`config.mk`:
```
export PLATFORM = sky130hd
export DESIGN_NAME = fbpa_result
export DESIGN_NICKNAME = d
export VERILOG_FILES = /design/src/rtl/fbpa_pkg.sv /design/src/rtl/fbpa_result.sv
export SDC_FILE = /design/constraint.sdc
export NUM_CORES = 1
export LEC_CHECK = 0
export BUFFER_PORTS_ARGS = -buffer_cell sky130_fd_sc_hd__buf_2
export CAP_MARGIN = 30
export CORE_MARGIN = 1
export CORE_UTILIZATION = 25
export DETAILED_ROUTE_END_ITERATION = 6
export GPL_TIMING_DRIVEN = 0
export SYNTH_ARGS = -nofsm -noshare
export SYNTH_HDL_FRONTEND = slang
export SYNTH_SLANG_ARGS = --single-unit
```
`constraint.sdc`:
```
create_clock -name i_clk -period 9.2 [get_ports i_clk]
set_input_delay 1.84 -clock i_clk [delete_from_list [all_inputs] [get_ports i_clk]]
set_output_delay 1.84 -clock i_clk [all_outputs]
set_load 0.03 [all_outputs]
```
`src/rtl/fbpa_pkg.sv`:
```
// Shared types, widths and codes for the fixed block pool allocator.
package fbpa_pkg;

    localparam int DEFAULT_MAX_BLOCKS = 1024;

    localparam int INDEX_W    = 10;
    localparam int SIZE_W     = 16;
    localparam int ALIGN_W    = 13;
    localparam int ADDR_W     = 32;
    localparam int CNT_W      = 11;
    localparam int BYTES_W    = 26;
    localparam int STRIDE_W   = 17;
    localparam int CFG_IDX_W  = 2;
    localparam int CFG_DATA_W = 32;

    localparam logic [CNT_W-1:0]   CNT_MAX          = '1;
    localparam logic [BYTES_W-1:0] BYTES_SAT        = '1;
    localparam logic [ADDR_W-1:0]  RST_BASE         = 32'd0;
    localparam logic [SIZE_W-1:0]  RST_BLOCK_BYTES  = 16'd64;
    localparam logic [ALIGN_W-1:0] RST_ALIGN_BYTES  = 13'd0;
    localparam logic [CNT_W-1:0]   RST_BLOCKS       = 11'd1024;

    typedef enum logic [1:0] {
        OP_ALLOC    = 2'd0,
        OP_FREE     = 2'd1,
        OP_FREE_ALL = 2'd2,
        OP_RESIZE   = 2'd3
    } t_op;

    typedef enum logic [1:0] {
        ST_OK       = 2'd0,
        ST_EMPTY    = 2'd1,
        ST_MISMATCH = 2'd2,
        ST_RESIZE   = 2'd3
    } t_status;

    typedef enum logic [CFG_IDX_W-1:0] {
        CFG_BASE          = 2'd0,
        CFG_BLOCK_BYTES   = 2'd1,
        CFG_ALIGN_BYTES   = 2'd2,
        CFG_BLOCKS_IN_USE = 2'd3
    } t_cfg_reg;

    typedef enum logic {
        S_IDLE = 1'b0,
        S_EXEC = 1'b1
    } t_state;

    typedef struct packed {
        t_status           status;
        logic              grant;
        logic [CNT_W-1:0]  index;
        logic [CNT_W-1:0]  used;
    } t_step;

endpackage

```
`src/rtl/fbpa_result.sv`:
```
// Result path: address and byte count products, saturation and output register.
module fbpa_result (
    input  logic                          i_clk,
    input  logic                          i_rst_n,
    input  logic                          i_step_valid,
    output logic                          o_step_ready,
    input  fbpa_pkg::t_step               i_step,
    input  logic [fbpa_pkg::ADDR_W-1:0]   i_base,
    input  logic [fbpa_pkg::SIZE_W-1:0]   i_block_bytes,
    input  logic [fbpa_pkg::ALIGN_W-1:0]  i_align_bytes,
    output logic                          o_rsp_valid,
    input  logic                          i_rsp_ready,
    output logic [1:0]                    o_status,
    output logic [fbpa_pkg::INDEX_W-1:0]  o_granted_index,
    output logic [fbpa_pkg::ADDR_W-1:0]   o_granted_address,
    output logic [fbpa_pkg::CNT_W-1:0]    o_used_blocks,
    output logic [fbpa_pkg::BYTES_W-1:0]  o_used_bytes
);

    localparam int PA_W = fbpa_pkg::CNT_W + fbpa_pkg::STRIDE_W;
    localparam int PB_W = fbpa_pkg::CNT_W + fbpa_pkg::SIZE_W;

    logic                              r_s1_valid;
    fbpa_pkg::t_step                   r_s1_step;
    logic [PA_W-1:0]                   r_s1_addr_prod;
    logic [PB_W-1:0]                   r_s1_bytes_prod;
    logic                              r_out_valid;
    fbpa_pkg::t_status                 r_out_status;
    logic [fbpa_pkg::INDEX_W-1:0]      r_out_index;
    logic [fbpa_pkg::ADDR_W-1:0]       r_out_addr;
    logic [fbpa_pkg::CNT_W-1:0]        r_out_used;
    logic [fbpa_pkg::BYTES_W-1:0]      r_out_bytes;

    logic [fbpa_pkg::STRIDE_W-1:0]     stride;
    logic [PA_W-1:0]                   addr_prod;
    logic [PB_W-1:0]                   bytes_prod;
    logic                              out_move;
    logic                              s1_fire;
    logic [fbpa_pkg::ADDR_W-1:0]       n_addr;
    logic [fbpa_pkg::BYTES_W-1:0]      n_bytes;

    assign stride       = fbpa_pkg::STRIDE_W'(i_block_bytes)
                        + fbpa_pkg::STRIDE_W'(i_align_bytes);
    assign addr_prod    = PA_W'(i_step.index) * PA_W'(stride);
    assign bytes_prod   = PB_W'(i_step.used) * PB_W'(i_block_bytes);
    assign out_move     = !r_out_valid || i_rsp_ready;
    assign o_step_ready = !r_s1_valid || out_move;
    assign s1_fire      = i_step_valid && o_step_ready;

    assign n_addr  = r_s1_step.grant ?
                     (i_base + fbpa_pkg::ADDR_W'(r_s1_addr_prod)) : '0;
    assign n_bytes = (|r_s1_bytes_prod[PB_W-1:fbpa_pkg::BYTES_W]) ?
                     fbpa_pkg::BYTES_SAT : r_s1_bytes_prod[fbpa_pkg::BYTES_W-1:0];

    always_ff @(posedge i_clk) begin
        if (!i_rst_n) begin
            r_s1_valid  <= 1'b0;
            r_out_valid <= 1'b0;
        end else begin
            if (o_step_ready) begin
                r_s1_valid <= i_step_valid;
            end
            if (out_move) begin
                r_out_valid <= r_s1_valid;
            end
        end
    end

    always_ff @(posedge i_clk) begin
        if (s1_fire) begin
            r_s1_step       <= i_step;
            r_s1_addr_prod  <= addr_prod;
            r_s1_bytes_prod <= bytes_prod;
        end
        if (out_move && r_s1_valid) begin
            r_out_status <= r_s1_step.status;
            r_out_index  <= r_s1_step.index[fbpa_pkg::INDEX_W-1:0];
            r_out_addr   <= n_addr;
            r_out_used   <= r_s1_step.used;
            r_out_bytes  <= n_bytes;
        end
    end

    assign o_rsp_valid       = r_out_valid;
    assign o_status          = r_out_status;
    assign o_granted_index   = r_out_index;
    assign o_granted_address = r_out_addr;
    assign o_used_blocks     = r_out_used;
    assign o_used_bytes      = r_out_bytes;

    a_no_grant_zero: assert property (@(posedge i_clk) disable iff (!i_rst_n)
        r_out_valid && (r_out_status != fbpa_pkg::ST_OK)
        |-> (r_out_addr == '0) && (r_out_index == '0))
        else $error("failed request carries a grant");

    a_bytes_zero: assert property (@(posedge i_clk) disable iff (!i_rst_n)
        r_out_valid && (r_out_used == '0) |-> r_out_bytes == '0)
        else $error("used bytes nonzero with no blocks");

    a_out_kept: assert property (@(posedge i_clk) disable iff (!i_rst_n)
        r_out_valid && !i_rsp_ready |=> r_out_valid)
        else $error("pending response dropped");

endmodule

```
==> impl_results.md <==
* Final hold slack at 0.420 ns
* Leakage dissipation at approximately 9.8 nW
* Standard cell core area at 74600 sq um
* Aggregate routed wire length at 49.6 mm
* Final HPWL DP at around 41 mm
* Share of the clock period used by the worst path at between 90% and 100%
* Largest area contributor in the netlist: sky130_fd_sc_hd__fa_1
* Maximum fanout count along the critical path at 10
* Post-layout min period at 8.91 ns
* Final std cells w/o fill at just over 3000
* Worst-margin pin slew at roughly 0.90 ns
* Routed via count divided by cell count at 4.44
* Net count after synthesis at 2412
* Initial core utilization at 25.3%
* Clock Pin Slew Worst Setup and Hold Paths at 0.07 ns
* Nets at between 2000 and 3000
* Die span in x at 277 um
* Post-Place Cells at 3032
* MaxCap Viol Count at 0
* Slowest cell on crit path: sky130_fd_sc_hd__fa_1
* Remaining global-route overflow at 0
* Initial DRC count at 765
* # DRC at 0
* Number of buffer and inverter stages on the critical path at 7
* Total Power at 8.96 mW
* Level count of the clock H-tree at 4
* Syn. warnings at 0
* Post-Syn Area per Cell at 10.0 sq um
* Cell Area, Placed at 21000 sq um
* Final std cell area, no fill at 21600 sq um
* Dominant cells by area after synthesis: sky130_fd_sc_hd__fa_1 (28%), sky130_fd_sc_hd__edfxtp_1 (25%), sky130_fd_sc_hd__ha_1 (11%)
* Slack of the critical path at 0.294 ns
* Arrival @ worst endpoint at about 9.1 ns
* First-pass GRT wire length at between 70 and 80 mm
* Clock latency on the worst-skew pair at ~0.50 ns
* Root buffer cell: sky130_fd_sc_hd__clkbuf_16
* Total Routing Usage GR at 13.2%
* # clock sinks at 162
* Timing-limited maximum frequency at 0.112 GHz
* Synthesized netlist cell count at 1889
* Fraction of registers with async set or reset after synthesis at 0%
* Peak supply drop at 0.412 mV
* Count of cell types in the netlist at 64
* GP Congestion at 0.902
* Most used cells in the layout excluding fill and tap cells: sky130_fd_sc_hd__inv_1 (292), sky130_fd_sc_hd__fa_1 (261), sky130_fd_sc_hd__nand2_1 (257)
* Proportion of synthesized chip area in sequential cells at 25.6%
* Worst setup timing slack at the placement stage at -0.598 ns
* Total of flip-flops plus latches after synthesis at 162
* Rel. slew slack at 40.1%
* Power per cell area at 414 nW/um^2
* Buffers on Ports at 171
* Endpoint class of the critical path: flip-flop
* Filler Cells Inserted at between 7000 and 8000
* Critical Path Max Stage Delay at 0.55 ns
* Class of the tightest hold or removal check: flip-flop to flip-flop
* Fraction of final layout cells sized beyond drive strength 1 at 12.5%
* Required time at the worst-slack endpoint at approximately 9.4 ns
* I/O pin count at about 170
* CTS tree: built
* Startpoint Class: input port
* Routed wire length per instance at 16.2 um
* Clock tree buffer depth at 2
* Vias in the first global route at 13700
* Most frequent CP cell: sky130_fd_sc_hd__fa_1
* Final count of pins violating max slew at 0
* Final hold viol count at 0
* Proportion of netlist area held by the largest area contributor at roughly 28%
* Main synth FF type: sky130_fd_sc_hd__edfxtp_1
* Setup clock skew after layout at 0.0218 ns
* Postcts setup bufs at 0
* Count of endpoints failing setup in the final report at 0
* Post-synthesis instance area at 18900 sq um
* Initial antenna violation count at 11
* Maximum number of pins on one net before global-route repair at 48
* Most common library cell in the layout ignoring fill and taps: sky130_fd_sc_hd__inv_1
* TritonRoute pass-1 iters at 5
* Count of flip-flops with a built-in enable after synthesis at 160
* Via total after detailed routing at 13600
* Start-to-end type of the worst setup path: input port to flip-flop
* Post-synthesis to final-layout area growth at 14.6%
* Die Height at 277 um
* Outcome: complete, no violations
* Family with the most delay on the worst path: adder cells
* Antenna-violating nets left at 0
* Die area at 76700 sq um
* Total number of placement rows at 100
* Clock buffers created by TritonCTS at 17
registers in the layout (all words and copies together) (netlist names):
name / cells
o_granted_address: 32
r_s1_addr_prod: 28
r_s1_bytes_prod: 27
o_used_bytes: 26
r_s1_step: 24
o_used_blocks: 11
o_granted_index: 10
o_status: 2
o_rsp_valid: 1
r_s1_valid: 1
metal layers:
| layer | global-route usage, % | up-vias | wire (um) |
|---|---|---|---|
| met1 | 17.7 | 6680 | 23200 |
| li1 | - | 6517 | - |
| met2 | 21.3 | 341 | 22800 |
| met4 | 4.10 | 12 | 1080 |
| met3 | 2.84 | 57 | 2440 |
| met5 | 0 | - | 79 |
path summary, 6_finish.rpt:
check,from,to,slack [ns],cells after the start
min,r_s1_step[2],o_used_blocks[2],0.42,0
min reg2reg,r_s1_step[2],o_used_blocks[2],0.42,0
max reg2reg,r_s1_addr_prod[0],o_granted_address[30],6.18,11
max,i_block_bytes[1],r_s1_addr_prod[25],0.29,29
power breakdown:
| group | total, mW | switching (mW) | internal (mW) |
|---|---|---|---|
| logic | 6.81 | 3.85 | 2.96 |
| registers | 1.38 | 0.0382 | 1.35 |
| clock network | 0.758 | 0.351 | 0.407 |
| total | 8.96 | 4.24 | 4.71 |
cells by family after synthesis:
kind of cell    count (synthesis)  synth area share [%]
simple gates                  593                  15.3
fa+ha+maj                     433                  39.1
buf+inv                       369                  7.38
compound gates                255                  9.02
flops                         162                  25.6
xor+xnor                       71                  3.29
mux                             6                 0.318
per-stage QoR:
step	TNS, ns	utilization, %
detailed placement	-3.52	28.2
global route	-0.00320	29.0
finish	0	29.0
floorplan	0	-
global placement	-3.42	28.1
CTS	0	29.0
worst register-to-register path: cells and delay by family, from the launching register on:
| family | cells | cell delay, ns |
|---|---|---|
| AOI/OAI and AO/OA | 5 | 1.36 |
| adders and majority gates | 2 | 0.60 |
| DFF | 1 | 0.33 |
| and+or+nand+nor | 2 | 0.29 |
| muxes | 1 | 0.21 |
| buffers and inverters | 1 | 0.08 |
synthesized netlist by cell type (2+ instances only):
master,count
sky130_fd_sc_hd__inv_1,292
sky130_fd_sc_hd__fa_1,261
sky130_fd_sc_hd__nand2_1,257
sky130_fd_sc_hd__ha_1,172
sky130_fd_sc_hd__edfxtp_1,160
sky130_fd_sc_hd__and2_1,129
sky130_fd_sc_hd__a21oi_1,73
sky130_fd_sc_hd__clkbuf_1,71
sky130_fd_sc_hd__nor2_1,60
sky130_fd_sc_hd__xnor2_1,56
sky130_fd_sc_hd__a21o_1,42
sky130_fd_sc_hd__o21ai_0,34
sky130_fd_sc_hd__or2_2,27
sky130_fd_sc_hd__nor3_1,23
sky130_fd_sc_hd__nor2b_1,22
sky130_fd_sc_hd__nand2b_1,21
sky130_fd_sc_hd__nand3_1,16
sky130_fd_sc_hd__o21bai_1,15
sky130_fd_sc_hd__xor2_1,15
sky130_fd_sc_hd__o21a_1,14
sky130_fd_sc_hd__and3_1,13
sky130_fd_sc_hd__a31oi_1,9
sky130_fd_sc_hd__a31o_2,7
sky130_fd_sc_hd__a211oi_1,6
sky130_fd_sc_hd__mux2i_1,6
sky130_fd_sc_hd__o211ai_1,6
sky130_fd_sc_hd__or3_1,6
sky130_fd_sc_hd__a21boi_0,5
sky130_fd_sc_hd__nand4_1,5
sky130_fd_sc_hd__buf_2,4
sky130_fd_sc_hd__nor4_1,4
sky130_fd_sc_hd__o2111ai_1,4
sky130_fd_sc_hd__o21ai_1,4
sky130_fd_sc_hd__o31ai_1,4
sky130_fd_sc_hd__a221o_1,3
sky130_fd_sc_hd__a311oi_1,3
sky130_fd_sc_hd__and4_1,3
sky130_fd_sc_hd__nor3b_1,3
sky130_fd_sc_hd__o22ai_1,3
sky130_fd_sc_hd__o31a_1,3
sky130_fd_sc_hd__a2111oi_0,2
sky130_fd_sc_hd__a311o_1,2
sky130_fd_sc_hd__a31oi_2,2
sky130_fd_sc_hd__dfxtp_1,2
final cells by class:
class	instances	area, sq um	area share, %
Buffer	76	303	1.40
Tap cell	969	1210	5.60
Inverter	293	1100	5.08
Multi-Input combinational cell	1358	12700	58.5
Timing Repair Buffer	174	923	4.27
Sequential cell	162	4840	22.4
Antenna cell	1	2.50	0.0116
Clock buffer	17	425	1.97
Clock inverter	15	168	0.775
repair_timing:
action                                  4_1_cts  5_1_grt
hold buffers                                  0        0
endpoints found under the setup margin        1       10
hold endpoints to repair                      0        0
resized for setup                             1        9
pin swaps                                     0        1
Power figures use the tool's default switching activity.
